File: src/bhcv_pkg.sv
`timescale 1ns / 1ps
`default_nettype none

package bhcv_pkg;

    // header layout
    localparam int CRC_SPAN     = 252;
    localparam int HEADER_BYTES = 256;
    localparam int CNT_W        = $clog2(HEADER_BYTES + 1);

    // field widths
    localparam int SIZE_W = 25;
    localparam int CRC_W  = 32;
    localparam int BYTE_W = 8;
    localparam int DATA_W = 32;
    localparam int ADDR_W = 3;

    // crc-32/mpeg-2 constants
    localparam logic [CRC_W-1:0] CRC_POLY = 32'h04C1_1DB7;
    localparam logic [CRC_W-1:0] CRC_INIT = 32'hFFFF_FFFF;

    // register reset values
    localparam logic [SIZE_W-1:0] MIN_SIZE_RESET = SIZE_W'(100 * 1024);
    localparam logic [SIZE_W-1:0] MAX_SIZE_RESET = SIZE_W'(1024 * 1024);

    // register indexes (byte address is 4 * index)
    localparam logic REG_MIN_SIZE = 1'b0;
    localparam logic REG_MAX_SIZE = 1'b1;

    // input commands
    localparam logic CMD_START = 1'b0;
    localparam logic CMD_BYTE  = 1'b1;

    typedef enum logic [2:0] {
        VERDICT_PASS       = 3'd0,
        VERDICT_NOT_STAGED = 3'd1,
        VERDICT_TOO_SMALL  = 3'd2,
        VERDICT_TOO_LARGE  = 3'd3,
        VERDICT_CRC_BAD    = 3'd4
    } verdict_t;

    typedef struct packed {
        logic [SIZE_W-1:0] min_size;
        logic [SIZE_W-1:0] max_size;
    } cfg_t;

    typedef struct packed {
        verdict_t         verdict;
        logic [CRC_W-1:0] computed_crc;
        logic [CRC_W-1:0] stored_crc;
    } result_t;

endpackage

`default_nettype wire

File: src/bhcv_cfg_regs.sv
`timescale 1ns / 1ps
`default_nettype none

module bhcv_cfg_regs
    import bhcv_pkg::*;
(
    input  wire logic              aclk,
    input  wire logic              aresetn,
    input  wire logic              psel,
    input  wire logic              penable,
    input  wire logic              pwrite,
    input  wire logic [ADDR_W-1:0] paddr,
    input  wire logic [DATA_W-1:0] pwdata,
    output logic      [DATA_W-1:0] prdata,
    output logic                   pready,
    output cfg_t                   cfg
);

    logic [SIZE_W-1:0] min_size_reg, min_size_next;
    logic [SIZE_W-1:0] max_size_reg, max_size_next;
    logic              wr_en;
    logic              reg_sel;

    assign wr_en   = psel && penable && pwrite;
    assign reg_sel = paddr[2];
    assign pready  = 1'b1;

    // register write decode
    always_comb begin
        min_size_next = min_size_reg;
        max_size_next = max_size_reg;
        if (wr_en) begin
            case (reg_sel)
                REG_MIN_SIZE: min_size_next = pwdata[SIZE_W-1:0];
                REG_MAX_SIZE: max_size_next = pwdata[SIZE_W-1:0];
                default: ;
            endcase
        end
    end

    always_ff @(posedge aclk) begin
        if (!aresetn) begin
            min_size_reg <= MIN_SIZE_RESET;
            max_size_reg <= MAX_SIZE_RESET;
        end else begin
            min_size_reg <= min_size_next;
            max_size_reg <= max_size_next;
        end
    end

    // read mux
    always_comb begin
        case (reg_sel)
            REG_MIN_SIZE: prdata = DATA_W'(min_size_reg);
            REG_MAX_SIZE: prdata = DATA_W'(max_size_reg);
            default:      prdata = '0;
        endcase
    end

    assign cfg.min_size = min_size_reg;
    assign cfg.max_size = max_size_reg;

endmodule

`default_nettype wire

File: src/bhcv_crc8.sv
`timescale 1ns / 1ps
`default_nettype none

module bhcv_crc8
    import bhcv_pkg::*;
(
    input  wire logic [CRC_W-1:0]  crc_in,
    input  wire logic [BYTE_W-1:0] data_in,
    output logic      [CRC_W-1:0]  crc_out
);

    // msb-first crc update, one byte unrolled over eight bit steps
    always_comb begin
        logic [CRC_W-1:0] c;
        c = crc_in ^ {data_in, {(CRC_W - BYTE_W){1'b0}}};
        for (int k = 0; k < BYTE_W; k++) begin
            if (c[CRC_W-1]) begin
                c = (c << 1) ^ CRC_POLY;
            end else begin
                c = c << 1;
            end
        end
        crc_out = c;
    end

endmodule

`default_nettype wire

File: src/bhcv_session.sv
`timescale 1ns / 1ps
`default_nettype none

module bhcv_session
    import bhcv_pkg::*;
(
    input  wire logic              aclk,
    input  wire logic              aresetn,
    input  wire logic              step_en,
    input  wire logic              command,
    input  wire logic [SIZE_W-1:0] image_size,
    input  wire logic              staged,
    input  wire logic [BYTE_W-1:0] data_byte,
    input  wire cfg_t              cfg,
    output logic                   res_valid,
    output result_t                res
);

    logic [CRC_W-1:0] crc_acc_reg, crc_acc_next;
    logic [CNT_W-1:0] byte_count_reg, byte_count_next;
    logic [CRC_W-1:0] stored_word_reg, stored_word_next;
    logic             active_reg, active_next;
    logic [CRC_W-1:0] crc_upd;
    logic [1:0]       lane;

    bhcv_crc8 u_crc8 (
        .crc_in  (crc_acc_reg),
        .data_in (data_byte),
        .crc_out (crc_upd)
    );

    assign lane = 2'(byte_count_reg - CNT_W'(CRC_SPAN));

    // session update and verdict
    always_comb begin
        crc_acc_next     = crc_acc_reg;
        byte_count_next  = byte_count_reg;
        stored_word_next = stored_word_reg;
        active_next      = active_reg;
        res_valid        = 1'b0;
        res.verdict      = VERDICT_PASS;
        res.computed_crc = '0;
        res.stored_crc   = '0;
        if (step_en) begin
            if (command == CMD_START) begin
                crc_acc_next     = CRC_INIT;
                byte_count_next  = '0;
                stored_word_next = '0;
                active_next      = 1'b0;
                if (!staged) begin
                    res_valid   = 1'b1;
                    res.verdict = VERDICT_NOT_STAGED;
                end else if (image_size < cfg.min_size) begin
                    res_valid   = 1'b1;
                    res.verdict = VERDICT_TOO_SMALL;
                end else if (image_size > cfg.max_size) begin
                    res_valid   = 1'b1;
                    res.verdict = VERDICT_TOO_LARGE;
                end else begin
                    active_next = 1'b1;
                end
            end else if (active_reg) begin
                if (byte_count_reg < CNT_W'(CRC_SPAN)) begin
                    crc_acc_next = crc_upd;
                end else if (byte_count_reg < CNT_W'(CRC_SPAN + 4)) begin
                    stored_word_next = stored_word_reg
                                     | (CRC_W'(data_byte) << {lane, 3'b000});
                end
                byte_count_next = byte_count_reg + CNT_W'(1);
                if (byte_count_next >= CNT_W'(HEADER_BYTES)) begin
                    res_valid        = 1'b1;
                    res.verdict      = (crc_acc_next == stored_word_next) ?
                                       VERDICT_PASS : VERDICT_CRC_BAD;
                    res.computed_crc = crc_acc_next;
                    res.stored_crc   = stored_word_next;
                    active_next      = 1'b0;
                end
            end
        end
    end

    always_ff @(posedge aclk) begin
        if (!aresetn) begin
            crc_acc_reg     <= CRC_INIT;
            byte_count_reg  <= '0;
            stored_word_reg <= '0;
            active_reg      <= 1'b0;
        end else begin
            crc_acc_reg     <= crc_acc_next;
            byte_count_reg  <= byte_count_next;
            stored_word_reg <= stored_word_next;
            active_reg      <= active_next;
        end
    end

endmodule

`default_nettype wire

File: src/boot_header_crc_validator.sv
`timescale 1ns / 1ps
`default_nettype none

// Boot-header validator for a staged firmware image.
// Input channel (s_*): one beat per item. A start beat (s_command = 0) carries
// s_image_size and s_staged; a bad flag or an out-of-range size yields a
// failure result at once. Otherwise the next 256 byte beats (s_command = 1)
// are the image header: crc-32/mpeg-2 over bytes 0..251, bytes 252..255 are
// the little-endian stored crc. The 256th byte yields pass or crc-bad.
// Byte beats outside a session are dropped; a start restarts the session.
// Result channel (m_*): at most one beat per input beat, m_verdict plus the
// computed and stored crc (zero for failures at start).
// Path: an accepted beat is loaded into the input register, and the session logic
// loads its result into the result register when the result side can advance.
// Throughput: one beat per cycle while the result side is not stalled, bounded
// by the combinational unrolled byte crc update.
// Stall: while a result waits on m_ready, one more beat is held in the input
// register; s_ready drops only when both are full.
// Reset (aresetn, synchronous): session idle, size limits back to
// 102400 / 1048576 bytes. Limits are written over the apb port at 0x0 / 0x4.
module boot_header_crc_validator
    import bhcv_pkg::*;
(
    input  wire logic              aclk,
    input  wire logic              aresetn,
    // input channel
    input  wire logic              s_valid,
    output logic                   s_ready,
    input  wire logic              s_command,
    input  wire logic [SIZE_W-1:0] s_image_size,
    input  wire logic              s_staged,
    input  wire logic [BYTE_W-1:0] s_data_byte,
    // result channel
    output logic                   m_valid,
    input  wire logic              m_ready,
    output logic      [2:0]        m_verdict,
    output logic      [CRC_W-1:0]  m_computed_crc,
    output logic      [CRC_W-1:0]  m_stored_crc,
    // configuration port
    input  wire logic              psel,
    input  wire logic              penable,
    input  wire logic              pwrite,
    input  wire logic [ADDR_W-1:0] paddr,
    input  wire logic [DATA_W-1:0] pwdata,
    output logic      [DATA_W-1:0] prdata,
    output logic                   pready
);

    cfg_t              cfg;
    logic              in_valid_reg;
    logic              in_command_reg;
    logic [SIZE_W-1:0] in_image_size_reg;
    logic              in_staged_reg;
    logic [BYTE_W-1:0] in_data_byte_reg;
    logic              m_valid_reg;
    result_t           m_result_reg;
    logic              advance;
    logic              step_en;
    logic              res_valid;
    result_t           res;

    bhcv_cfg_regs u_cfg_regs (
        .aclk    (aclk),
        .aresetn (aresetn),
        .psel    (psel),
        .penable (penable),
        .pwrite  (pwrite),
        .paddr   (paddr),
        .pwdata  (pwdata),
        .prdata  (prdata),
        .pready  (pready),
        .cfg     (cfg)
    );

    // pipeline flow control
    assign advance = !m_valid_reg || m_ready;
    assign s_ready = !in_valid_reg || advance;
    assign step_en = in_valid_reg && advance;

    // input register
    always_ff @(posedge aclk) begin
        if (!aresetn) begin
            in_valid_reg <= 1'b0;
        end else if (s_ready) begin
            in_valid_reg <= s_valid;
        end
    end

    always_ff @(posedge aclk) begin
        if (s_valid && s_ready) begin
            in_command_reg    <= s_command;
            in_image_size_reg <= s_image_size;
            in_staged_reg     <= s_staged;
            in_data_byte_reg  <= s_data_byte;
        end
    end

    bhcv_session u_session (
        .aclk       (aclk),
        .aresetn    (aresetn),
        .step_en    (step_en),
        .command    (in_command_reg),
        .image_size (in_image_size_reg),
        .staged     (in_staged_reg),
        .data_byte  (in_data_byte_reg),
        .cfg        (cfg),
        .res_valid  (res_valid),
        .res        (res)
    );

    // result register
    always_ff @(posedge aclk) begin
        if (!aresetn) begin
            m_valid_reg <= 1'b0;
        end else if (advance) begin
            m_valid_reg <= step_en && res_valid;
        end
    end

    always_ff @(posedge aclk) begin
        if (step_en && res_valid) begin
            m_result_reg <= res;
        end
    end

    assign m_valid        = m_valid_reg;
    assign m_verdict      = m_result_reg.verdict;
    assign m_computed_crc = m_result_reg.computed_crc;
    assign m_stored_crc   = m_result_reg.stored_crc;

    // checks
    a_pass_matches: assert property (@(posedge aclk) disable iff (!aresetn)
        m_valid && (m_verdict == VERDICT_PASS) |-> (m_computed_crc == m_stored_crc))
        else $error("pass reported with differing crc values");

    a_bad_differs: assert property (@(posedge aclk) disable iff (!aresetn)
        m_valid && (m_verdict == VERDICT_CRC_BAD) |-> (m_computed_crc != m_stored_crc))
        else $error("crc failure reported with equal crc values");

    a_start_fail_zero: assert property (@(posedge aclk) disable iff (!aresetn)
        m_valid && (m_verdict == VERDICT_NOT_STAGED || m_verdict == VERDICT_TOO_SMALL
                    || m_verdict == VERDICT_TOO_LARGE)
        |-> (m_computed_crc == '0) && (m_stored_crc == '0))
        else $error("start failure carries nonzero crc fields");

    a_stall_cause: assert property (@(posedge aclk) disable iff (!aresetn)
        !s_ready |-> m_valid && !m_ready && in_valid_reg)
        else $error("input stalled without a held result");

endmodule

`default_nettype wire

File: config.mk
export PLATFORM = sky130hd
export DESIGN_NAME = boot_header_crc_validator
export DESIGN_NICKNAME = d
export VERILOG_FILES = /design/src/bhcv_pkg.sv /design/src/bhcv_cfg_regs.sv /design/src/bhcv_crc8.sv /design/src/bhcv_session.sv /design/src/boot_header_crc_validator.sv
export SDC_FILE = /design/constraint.sdc
export NUM_CORES = 1
export LEC_CHECK = 0
export BUFFER_PORTS_ARGS = -buffer_cell sky130_fd_sc_hd__buf_4
export CAP_MARGIN = 0
export CORE_MARGIN = 1.5
export CORE_UTILIZATION = 55
export CTS_BUF_LIST = sky130_fd_sc_hd__clkbuf_8 sky130_fd_sc_hd__clkbuf_16
export CTS_CLUSTER_SIZE = 20
export DETAILED_ROUTE_END_ITERATION = 12
export PLACE_DENSITY = 0.78
export SYNTH_ARGS = -nofsm -noshare
export SYNTH_HDL_FRONTEND = slang
export SYNTH_HIERARCHICAL = 1
export SYNTH_SLANG_ARGS = --single-unit
export TNS_END_PERCENT = 1
File: constraint.sdc
create_clock -name aclk -period 7 [get_ports aclk]
set_input_delay 1.05 -clock aclk [delete_from_list [all_inputs] [get_ports aclk]]
set_output_delay 1.05 -clock aclk [all_outputs]
set_load 0.02 [all_outputs]
==> summary.txt, run 1 <==
Global routing
  – Largest net degree at the start of global routing: 90
  – Antenna violations before repair: 0
  – Vias in the first global route: 7911
  – Grt total ovfl: 0
  – First-pass GRT wire length: 42100 µm
  – Total global-route track usage: 24.51%

Die
  – Cell row count: 53
  – DIE AREA: 0.02205 mm²
  – Core area: 0.02089 mm²
  – Initial Util: 55.74%
  – Horiz. Die Dim: 148.5 µm
  – Die height: 148.5 µm
  – Top-level port count: 179

STA
  – Worst slew margin: 27.39%
  – Clk_skew: 12.86 ps
  – Part of the cycle the worst path needs: 57.13%
  – PnR worst setup slack: 3001 ps
  – Final setup fails: 0
  – Setup_tns: 0 ps
  – Tmin final: 3999 ps
  – Worst Tran Pin Value: 1062 ps
  – Unrepaired setup endpoints after global routing: no
  – Final Hold Viols: 0
  – Slew Viols, Final: 0
  – Max Clk Rate: 250.0 MHz

Setup path
  – Critical Path Sink: m_computed_crc[12]$_DFFE_PP_
  – CP top delay family: compound AO/OA/AOI/OAI gates
  – Required time worst endpoint: 7160 ps
  – R2r endpoint: m_computed_crc[12]$_DFFE_PP_
  – Stages on the worst setup path: 11
  – CP startpoint: in_image_size_reg[10]$_DFFE_PP_
  – Worst R2R Path Depth: 11
  – CP Launch Type: flop
  – Worst R2R Start: in_image_size_reg[10]$_DFFE_PP_
  – CP Class: flop to flop
  – Crit path DAT: 4160 ps
  – Sequence of cells on the critical path: ha_1 > a21o_1 > a21o_1 > a21oi_1 > nand2_1 > o31ai_1 > nand4b_1 > a41oi_1 > nand2_1 > nor2_4 > buf_4
  – Worst-path fanout max: 39
  – CP endpoint kind: flop
  – CP max stage delay: 640 ps
  – R2R setup slack: 3000 ps
  – CP bufs+invs: 1
  – Slowest CP cell: nor2_4

Clocking
  – # hold bufs at CTS: 0
  – CTS tree: done
  – Clk slew on worst S/H paths: 60 ps
  – H-tree Lvls: 1
  – CTS sink count: 228
  – Resized Gates After CTS: 0
  – Cts bufs inserted: 25
  – Clk buf depth: 3
  – Post-CTS Setup Bufs: 0
  – Clock Latency Late Sink: 520 ps
  – Clock root buffer: clkbuf_16

Drt
  – Antenna-violating nets left: 0
  – Via count: 8335
  – WL met1: 11870 µm
  – Highest routed layer: met4
  – DRT Pass-1 Iters: 7
  – DRC: 0
  – Wirelength per Cell: 17.93 µm
  – DRT iter0 DRCs: 616
  – Met3 WL: 1670 µm
  – DRT Wirelength: 27010 µm
  – Drt via density: 5.535
  – Met2 Routed Length: 12690 µm

Pwr
  – PD cells: 226.3 mW/mm²
  – P_leak: 5.250 nW
  – Peak supply drop: 0.1929 mV
  – Switching Share: 24.37%
  – Seq pwr share: 46.1%
  – Internal power: 2.352 mW
  – Switching power: 0.7577 mW
  – Combinational Power Share: 12.3%
  – Clock power frac: 41.6%
  – Total power: 3.109 mW

Layout
  – Ant diodes: 0
  – Final nets: 1339
  – Area delta synth->final: 18.00%
  – Multi-input gate area: 0.005532 mm²
  – Flip-flop and latch area: 0.005585 mm²
  – Layout cells sized above 1: 20.55%
  – Filler Cells Inserted: 1647
  – Finished Layout Cells: 1506

Flow run
  – # Max-Cap Violations: 0

Yosys
  – Post-synth top flop: dfxtp_1
  – Top cell type's share of synthesized area: 26.31%
  – Sequential fraction of the synthesis area: 47.97%
  – Number of synthesized flops with an enable pin: 102
  – Syn avg cell area: 10.89 µm²
  – Area contributors post-synth: edfxtp_1 (26%), dfxtp_1 (22%), mux2i_1 (7.0%)
  – Yosys warnings: 6
  – Netlist cell types: 59
  – Leading area contributor after synthesis: edfxtp_1
  – Async S/R FF share, synth: 0%
  – Mapped Area: 0.01164 mm²
  – Synth Register Bits: 228
  – Syn Inst Count: 1069

Min path
  – Min-delay worst type: flop to flop
  – Worst Hold Launch: u_session/stored_word_reg[25]$_SDFFE_PN0P_

Placed design
  – Placed Cells incl. Taps: 1460
  – GPL Wtd Cong: 0.8384
  – I/O Buffers: 161
  – Dpl ws: 2998 ps
  – Post-DP HPWL: 18810 µm

Outcome
  – Status: completed
==> synthesized netlist by cell type (2+ instances only) <==
master,instances
o211ai_1,15
xor2_1,14
edfxtp_1,102
ha_1,50
nor4_2,2
conb_1,2
a2111oi_0,2
nor3_1,12
nor3b_1,8
mux2_2,25
a21boi_1,2
clkbuf_1,29
xnor3_1,7
and4_1,2
nand4_1,21
nand2b_1,3
a21oi_1,69
buf_8,3
nor2b_1,13
nor2_1,109
and2_1,3
buf_6,8
xnor2_4,9
o31ai_1,2
nand2_1,109
a21boi_0,2
buf_4,10
nand4_4,2
or3_1,3
xnor2_1,63
nor4_1,3
a21o_1,20
buf_2,8
dfxtp_1,126
a31oi_1,22
mux2i_1,82
inv_1,53
o21ai_0,25
and3_1,2
xor3_1,8
==> cell type report <==
type / count / share of cell area [%]
Timing Repair Buffer: 169 / 9.235
Sequential cell: 228 / 40.66
Inverter: 53 / 1.448
Multi-Input combinational cell: 735 / 40.26
Clock inverter: 20 / 1.239
Clock buffer: 26 / 4.654
Tap cell: 275 / 2.505
==> power by group through the flow <==
stage                     clock [mW]  combinational (mW)  sequential, mW
after floorplan                    0               0.260            1.46
after global placement             0               0.370            1.46
after detailed placement           0               0.376            1.46
after CTS                       1.31               0.379            1.43
after global routing            1.37               0.410            1.44
final                           1.29               0.381            1.43
==> layer usage <==
layer,GRT usage (%),vias up
met4,7.871,0
li1,-,4025
met5,0,-
met3,3.497,57
met1,33.93,3970
met2,39.79,283
==> per-stage QoR <==
stage / cell area (µm²) / hold slack (ps) / utilization, %
final: 13740 / 467.7 / 65.77
after global routing: 13740 / 489.7 / 65.77
after CTS: 13740 / 470.3 / 65.77
after detailed placement: 12930 / 457.5 / 61.89
after global placement: 12930 / 446.9 / 61.89
after floorplan: 11660 / 437.3 / -
==> tightest hold or removal path, cell delays in order, from the launching register on <==
cell	delay, ps
dfxtp_1	320
a21oi_1	40
nor2_1	70
==> worst min path at each step <==
stage                                                       endpoint  cells after the start
final                     u_session/stored_word_reg[25]$_SDFFE_PN0P_                      2
after global routing      u_session/stored_word_reg[28]$_SDFFE_PN0P_                      2
after CTS                 u_session/stored_word_reg[28]$_SDFFE_PN0P_                      2
after detailed placement  u_session/stored_word_reg[26]$_SDFFE_PN0P_                      2
after global placement    u_session/stored_word_reg[21]$_SDFFE_PN0P_                      2
after floorplan            u_session/stored_word_reg[0]$_SDFFE_PN0P_                      2
==> logic make-up after synthesis <==
kind of cell	Yosys count	synth area share (%)
compound gates	166	8.501
xor+xnor	104	11.47
fa+ha+maj	50	5.373
buf+inv	112	4.965
flops	228	47.97
mux	107	9.468
other cells	2	0.06451
simple gates	300	12.19
==> cells in the final DEF (no fill, tap or decap), drive strengths merged, types with 4 or more instances in the layout <==
cell type  netlist  layout
o211ai          15      15
a31oi           22      22
mux2            25      25
nand2b           4       4
a21boi           4       4
clkinv           0       4
xnor3            8       8
xor3             9       9
nand4           23      23
or3              4       4
buf             30     169
clkbuf          29      26
nor3            12      12
o21ai           26      26
nor2b           14      14
nor4             6       6
edfxtp         102     102
xnor2           73      73
nor2           110     110
nor3b            8       8
a21oi           69      69
inv             53      65
a21o            20      20
xor2            14      14
dfxtp          126     126
conb             2       8
mux2i           82      82
ha              50      50
nand2          109     109
Note: power is estimated with default switching activity, not from simulation.
==> run 2, diff against run 1 <==
CORE_UTILIZATION = 52   (was 55)
PLACE_DENSITY = 0.77   (was 0.78)
clock period = 3.2 ns   (was 7 ns; I/O delays follow)
==> run 2 against run 1 <==
Net effect:
- core utilization decreased by 1.1 points
- setup slack worse by 2800 ps
- cell area grew 3.1%
- power is 120% higher
- via count grew 2.7%
- critical endpoint is now m_computed_crc[14]$_DFFE_PP_
- register-to-register slack worse by 2800 ps
- clock power increased by 130%
- final cell count up 3.3%
- die area grew 5.7%
- non-clock buffer count rose by 46
- sequential cell count is the same
- critical path type unchanged
- sequential power rose by 120%
- highest routed layer unchanged
==> summary.txt, run 2 (synthesized netlist as in run 1, its figures left out) <==
STA
  – Part of the cycle the worst path needs: 94.63% (was 57.13%)
  – Worst Tran Pin Value: 725.8 ps (was 1062 ps)
  – Final Hold Viols: 0 (unchanged)
  – Setup_tns: 0 ps (unchanged)
  – Tmin final: 3028 ps (was 3999 ps)
  – Clk_skew: 8.281 ps (was 12.86 ps)
  – Hold slack: 138.6 ps (was 467.7 ps)
  – Slew Viols, Final: 0 (unchanged)
  – Final setup fails: 0 (unchanged)
  – Worst slew margin: 51.61% (was 27.39%)
  – Max Clk Rate: 330.2 MHz (was 250.0 MHz)

Global routing
  – M3 GR Usage: 4.551% (was 3.497%)
  – Routing usage on met1: 30.57% (was 33.93%)
  – Largest net degree at the start of global routing: 67 (was 90)
  – Grt total ovfl: 0 (unchanged)
  – Antenna violations before repair: 0 (unchanged)
  – Total global-route track usage: 23.63% (was 24.51%)
  – Grt peak-use layer: met2 (unchanged)
  – Grt met2 use: 40.52% (was 39.79%)
  – First-pass GRT wire length: 44220 µm (was 42100 µm)
  – Vias in the first global route: 8378 (was 7911)

Min path
  – Worst hold path stage count: 1 (was 2)
  – Hold Path End: in_image_size_reg[9]$_DFFE_PP_ (was u_session/stored_word_reg[25]$_SDFFE_PN0P_)
  – Min-delay worst type: primary input to flop (was flop to flop)
  – Worst Hold Launch: s_image_size[9] (was u_session/stored_word_reg[25]$_SDFFE_PN0P_)

Setup path
  – CP endpoint kind: flop (unchanged)
  – Required time worst endpoint: 3460 ps (was 7160 ps)
  – Crit path DAT: 3290 ps (was 4160 ps)
  – CP Class: flop to flop (unchanged)
  – R2R setup slack: 170 ps (was 3000 ps)
  – R2r endpoint: m_computed_crc[14]$_DFFE_PP_ (was m_computed_crc[12]$_DFFE_PP_)
  – Worst R2R Path Depth: 12 (was 11)
  – Worst-path fanout max: 35 (was 39)
  – CP Launch Type: flop (unchanged)
  – Worst R2R Start: in_image_size_reg[22]$_DFFE_PP_ (was in_image_size_reg[10]$_DFFE_PP_)

Pwr
  – Total power: 6.973 mW (was 3.109 mW)
  – P_leak: 5.470 nW (was 5.250 nW)
  – PD cells: 492.4 mW/mm² (was 226.3 mW/mm²)
  – Peak supply drop: 0.4045 mV (was 0.1929 mV)

Drt
  – DRT iter0 DRCs: 502 (was 616)
  – DRT Wirelength: 28200 µm (was 27010 µm)
  – Drt via density: 5.505 (was 5.535)
  – DRT Pass-1 Iters: 5 (was 7)
  – Wirelength per Cell: 18.13 µm (was 17.93 µm)
  – DRC: 0 (unchanged)
  – Antenna-violating nets left: 0 (unchanged)
  – Via count: 8560 (was 8335)

Outcome
  – Status: completed (unchanged)

Clocking
  – CTS sink count: 228 (unchanged)
  – Cts bufs inserted: 24 (was 25)
  – # hold bufs at CTS: 0 (unchanged)
  – Post-CTS Setup Bufs: 0 (unchanged)
  – H-tree Lvls: 1 (unchanged)
  – Clk slew on worst S/H paths: 60 ps (about the same)
  – Clock root buffer: clkbuf_16 (unchanged)
  – Resized Gates After CTS: 0 (unchanged)
  – Clk buf depth: 3 (unchanged)
  – CTS tree: done (unchanged)
  – Clock Latency Late Sink: 520 ps (about the same)

Flow run
  – # Max-Cap Violations: 0 (unchanged)

Layout
  – Final nets: 1384 (was 1339)
  – Area delta synth->final: 21.63% (was 18.00%)
  – Design area: 0.01416 mm² (was 0.01374 mm²)
  – Layout cells sized above 1: 23.84% (was 20.55%)
  – Most frequent cells in the layout: buf_4 (212), dfxtp_1 (126), nand2_1 (109) (was buf_4 (169), dfxtp_1 (126), nand2_1 (109))
  – Filler Cells Inserted: 1749 (was 1647)
  – Finished Core Util: 64.69% (was 65.77%)
  – Ant diodes: 0 (unchanged)
  – Most common cell after layout, fill and taps aside: buf_4 (unchanged)

Placed design
  – GPL Wtd Cong: 0.8712 (was 0.8384)
  – I/O Buffers: 161 (unchanged)
  – Placement-stage cell area: 0.01332 mm² (was 0.01293 mm²)
  – Post-DP HPWL: 20300 µm (was 18810 µm)

Die
  – Cell row count: 54 (was 53)
  – DIE AREA: 0.02330 mm² (was 0.02205 mm²)
  – Initial Util: 53.18% (was 55.74%)
  – Top-level port count: 179 (unchanged)
  – Die height: 152.6 µm (was 148.5 µm)
  – Core area: 0.02189 mm² (was 0.02089 mm²)
  – Horiz. Die Dim: 152.6 µm (was 148.5 µm)
==> run 2: area by class of cell <==
cell class / instances / area [µm²] / area share, %
Clock buffer: 26 / 639.4 / 4.515
Clock inverter: 18 / 188.9 / 1.334
Inverter: 53 / 198.9 / 1.405
Multi-Input combinational cell: 735 / 5547 / 39.17
Sequential cell: 228 / 5585 / 39.44
Tap cell: 280 / 350.3 / 2.474
Timing Repair Buffer: 215 / 1652 / 11.66
==> run 2: per-stage QoR <==
stage,std cells,worst slack [ps]
5_1_grt,1555,-4.474
2_1_floorplan,1075,-61.90
3_5_place_dp,1511,142.2
3_3_place_gp,1511,235.2
4_1_cts,1555,106.1
6_report,1555,171.9
==> run 2: worst max path at each step <==
stage / startpoint / end / slack [ps] / cells after the start
4_1_cts: in_image_size_reg[22]$_DFFE_PP_ / m_stored_crc[8]$_DFFE_PP_ / 110 / 12
5_1_grt: u_cfg_regs/min_size_reg[10]$_SDFFE_PN0P_ / m_computed_crc[13]$_DFFE_PP_ / -4 / 12
3_3_place_gp: in_image_size_reg[10]$_DFFE_PP_ / m_computed_crc[14]$_DFFE_PP_ / 240 / 11
2_1_floorplan: in_image_size_reg[10]$_DFFE_PP_ / m_computed_crc[0]$_DFFE_PP_ / -60 / 10
3_5_place_dp: in_image_size_reg[10]$_DFFE_PP_ / m_computed_crc[14]$_DFFE_PP_ / 140 / 11
6_report: in_image_size_reg[22]$_DFFE_PP_ / m_computed_crc[14]$_DFFE_PP_ / 170 / 12
==> run 2: critical path, cell delays in order, from the launching register on <==
cell	delay, ps
edfxtp_1	400
ha_1	310
a21o_1	170
a21o_1	190
a21oi_1	180
o21ai_0	220
a2111oi_2	390
buf_4	180
a21o_1	160
a41oi_1	140
nand2_1	150
nor2_4	80
buf_12	180
==> run 2: routing by layer <==
layer	vias up	wire length [µm]
met5	-	0
met4	0	617
met3	45	2054
met2	303	13760
met1	4108	11760
li1	4104	-
==> run 2: report_power, final <==
group / internal, mW / switching [mW]
logic: 0.465 / 0.477
clock network: 1.76 / 1.15
registers: 3.08 / 0.0398
==> run 3, diff against run 2 <==
CORE_ASPECT_RATIO = 1.4   (was not set)
==> run 3 against run 2 <==
Net effect:
- combinational power decreased by 0.6%
- fmax down 1.1%
- final cell count grew 1.7%
- power is 6.2% lower
- via count decreased by 2.0%
- clock power down 15%
- first-iteration DRC count is 31% lower
- cell area down 0.12%
- global-route usage rose by 0.12 points
- critical endpoint is now m_stored_crc[27]$_DFFE_PP_
- largest cell class unchanged
- largest power group unchanged
==> summary.txt, run 3 (synthesized netlist as in run 1, its figures left out) <==
Drt
  – Via count: 8386 (was 8560)
  – DRT Wirelength: 27440 µm (was 28200 µm)
  – DRC: 0 (unchanged)
  – DRT iter0 DRCs: 346 (was 502)
  – Wirelength per Cell: 17.34 µm (was 18.13 µm)
  – Antenna-violating nets left: 0 (unchanged)
  – Drt via density: 5.301 (was 5.505)
  – DRT Pass-1 Iters: 5 (unchanged)

Layout
  – Final nets: 1396 (was 1384)
  – Most common cell after layout, fill and taps aside: buf_4 (unchanged)
  – Design area: 0.01414 mm² (was 0.01416 mm²)
  – Most frequent cells in the layout: buf_4 (224), dfxtp_1 (126), nand2_1 (109) (was buf_4 (212), dfxtp_1 (126), nand2_1 (109))
  – Layout cells sized above 1: 24.12% (was 23.84%)
  – Area delta synth->final: 21.48% (was 21.63%)
  – Ant diodes: 0 (unchanged)

Clocking
  – H-tree Lvls: 1 (unchanged)
  – Cts bufs inserted: 23 (was 24)
  – Clk slew on worst S/H paths: 60 ps (about the same)
  – Clk buf depth: 3 (unchanged)
  – Clock Latency Late Sink: 510 ps (was 520 ps)
  – Post-CTS Setup Bufs: 0 (unchanged)
  – CTS sink count: 228 (unchanged)
  – Clock root buffer: clkbuf_16 (unchanged)
  – CTS tree: done (unchanged)

Setup path
  – CP bufs+invs: 3 (was 2)
  – Worst-path fanout max: 23 (was 35)
  – Critical Path Sink: m_stored_crc[27]$_DFFE_PP_ (was m_computed_crc[14]$_DFFE_PP_)
  – Stages on the worst setup path: 13 (was 12)
  – CP max stage delay: 420 ps (was 400 ps)
  – CP startpoint: in_image_size_reg[22]$_DFFE_PP_ (unchanged)
  – Required time worst endpoint: 3470 ps (was 3460 ps)
  – Worst R2R Start: in_image_size_reg[22]$_DFFE_PP_ (unchanged)
  – Sequence of cells on the critical path: ha_1 > a21o_1 > a21o_1 > a21oi_1 > o21ai_0 > a2111oi_0 > buf_4 > a21o_1 > a41oi_2 > nand2_1 > nor2_4 > buf_12 > buf_12 (was ha_1 > a21o_1 > a21o_1 > a21oi_1 > o21ai_0 > a2111oi_2 > buf_4 > a21o_1 > a41oi_1 > nand2_1 > nor2_4 > buf_12)
  – CP top delay family: compound AO/OA/AOI/OAI gates (unchanged)
  – R2r endpoint: m_stored_crc[27]$_DFFE_PP_ (was m_computed_crc[14]$_DFFE_PP_)
  – CP endpoint kind: flop (unchanged)
  – Most frequent CP cell: a21o_1 (unchanged)
  – Worst R2R Path Depth: 13 (was 12)
  – Crit path DAT: 3330 ps (was 3290 ps)
  – R2R setup slack: 140 ps (was 170 ps)
  – CP Launch Type: flop (unchanged)
  – CP Class: flop to flop (unchanged)
  – Slowest CP cell: a2111oi_0 (was edfxtp_1)

Pwr
  – PD cells: 462.5 mW/mm² (was 492.4 mW/mm²)
  – P_leak: 5.481 nW (was 5.470 nW)
  – Total power: 6.541 mW (was 6.973 mW)
  – Peak supply drop: 0.4361 mV (was 0.4045 mV)

Global routing
  – Total global-route track usage: 23.75% (was 23.63%)
  – Vias in the first global route: 8561 (was 8378)
  – First-pass GRT wire length: 43530 µm (was 44220 µm)
  – Grt total ovfl: 0 (unchanged)
  – Largest net degree at the start of global routing: 67 (unchanged)
  – Antenna violations before repair: 0 (unchanged)

STA
  – Clk_skew: 13.17 ps (was 8.281 ps)
  – Slew Viols, Final: 0 (unchanged)
  – Max Clk Rate: 326.7 MHz (was 330.2 MHz)
  – PnR worst setup slack: 138.7 ps (was 171.9 ps)
  – Final setup fails: 0 (unchanged)
  – Final Hold Viols: 0 (unchanged)
  – Hold slack: 143.6 ps (was 138.6 ps)
  – Worst slew margin: 49.48% (was 51.61%)
  – Tmin final: 3061 ps (was 3028 ps)
  – Part of the cycle the worst path needs: 95.66% (was 94.63%)
  – Unrepaired setup endpoints after global routing: no
  – Worst Tran Pin Value: 750.8 ps (was 725.8 ps)

Placed design
  – Placement-stage cell area: 0.01345 mm² (was 0.01332 mm²)
  – GPL Wtd Cong: 0.8946 (was 0.8712)
  – I/O Buffers: 161 (unchanged)
  – Dpl ws: 113.2 ps (was 142.2 ps)
  – Post-DP HPWL: 20210 µm (was 20300 µm)

Die
  – Die height: 180.0 µm (was 152.6 µm)
  – Cell row count: 64 (was 54)
  – Initial Util: 53.06% (was 53.18%)
  – Top-level port count: 179 (unchanged)
  – Horiz. Die Dim: 129.5 µm (was 152.6 µm)
  – DIE AREA: 0.02331 mm² (was 0.02330 mm²)
  – Core area: 0.02194 mm² (was 0.02189 mm²)

Flow run
  – # Max-Cap Violations: 0 (unchanged)

Min path
  – Min-delay worst type: primary input to flop (unchanged)

Outcome
  – Status: completed (unchanged)
run 3: changes by cell type in the layout (fill, tap and decap cells not counted), sizes merged:
cell    delta
inv        +2
buf       +13
bufinv     -3
clkinv     +1
clkbuf     -3
run 3: final cells by class:
cell class                 instances  area, µm²
fill                            1776       7797
sequential                       228       5585
multi-input combinational        735       5543
timing repair buffer             228       1762
clock buffer                      23      575.6
tap                              297      371.6
inverter                          53      198.9
clock inverter                    18      107.6
run 3: repair_timing:
action,4_1_cts,5_1_grt
endpoints found under the setup margin,0,54
gates resized for setup,0,1
hold buffers,0,0
run 3: stage by stage:
step / utilization [%] / TNS, ps / std cells
after floorplan: - / -4147 / 1075
after global placement: 61.31 / 0 / 1541
after detailed placement: 61.31 / 0 / 1541
after CTS: 64.43 / 0 / 1582
after global routing: 64.46 / 0 / 1582
final: 64.46 / 0 / 1582
run 3: metal layers:
metal	up-vias	global-route usage, %	wire length, µm
met5	-	0	0
met4	0	10.58	1323
met3	75	4.008	1375
met2	232	44.21	14520
met1	3956	25.86	10220
li1	4123	-	-
run 3: worst min path at each step:
stage / from / endpoint / cells after the start
floorplan: u_session/stored_word_reg[0]$_SDFFE_PN0P_ / u_session/stored_word_reg[0]$_SDFFE_PN0P_ / 2
global placement: u_session/stored_word_reg[10]$_SDFFE_PN0P_ / u_session/stored_word_reg[10]$_SDFFE_PN0P_ / 2
detailed placement: u_session/stored_word_reg[10]$_SDFFE_PN0P_ / u_session/stored_word_reg[10]$_SDFFE_PN0P_ / 2
CTS: s_image_size[9] / in_image_size_reg[9]$_DFFE_PP_ / 1
global route: s_image_size[8] / in_image_size_reg[8]$_DFFE_PP_ / 1
finish: s_command / in_command_reg$_DFFE_PP_ / 1
run 3: power breakdown:
group | leakage, nW | total, mW | switching, mW | internal (mW)
Clock | 0.357 | 2.48 | 1.10 | 1.38
Combinational | 3.28 | 0.937 | 0.471 | 0.466
Sequential | 1.84 | 3.12 | 0.0391 | 3.08
Total | 5.48 | 6.54 | 1.61 | 4.93
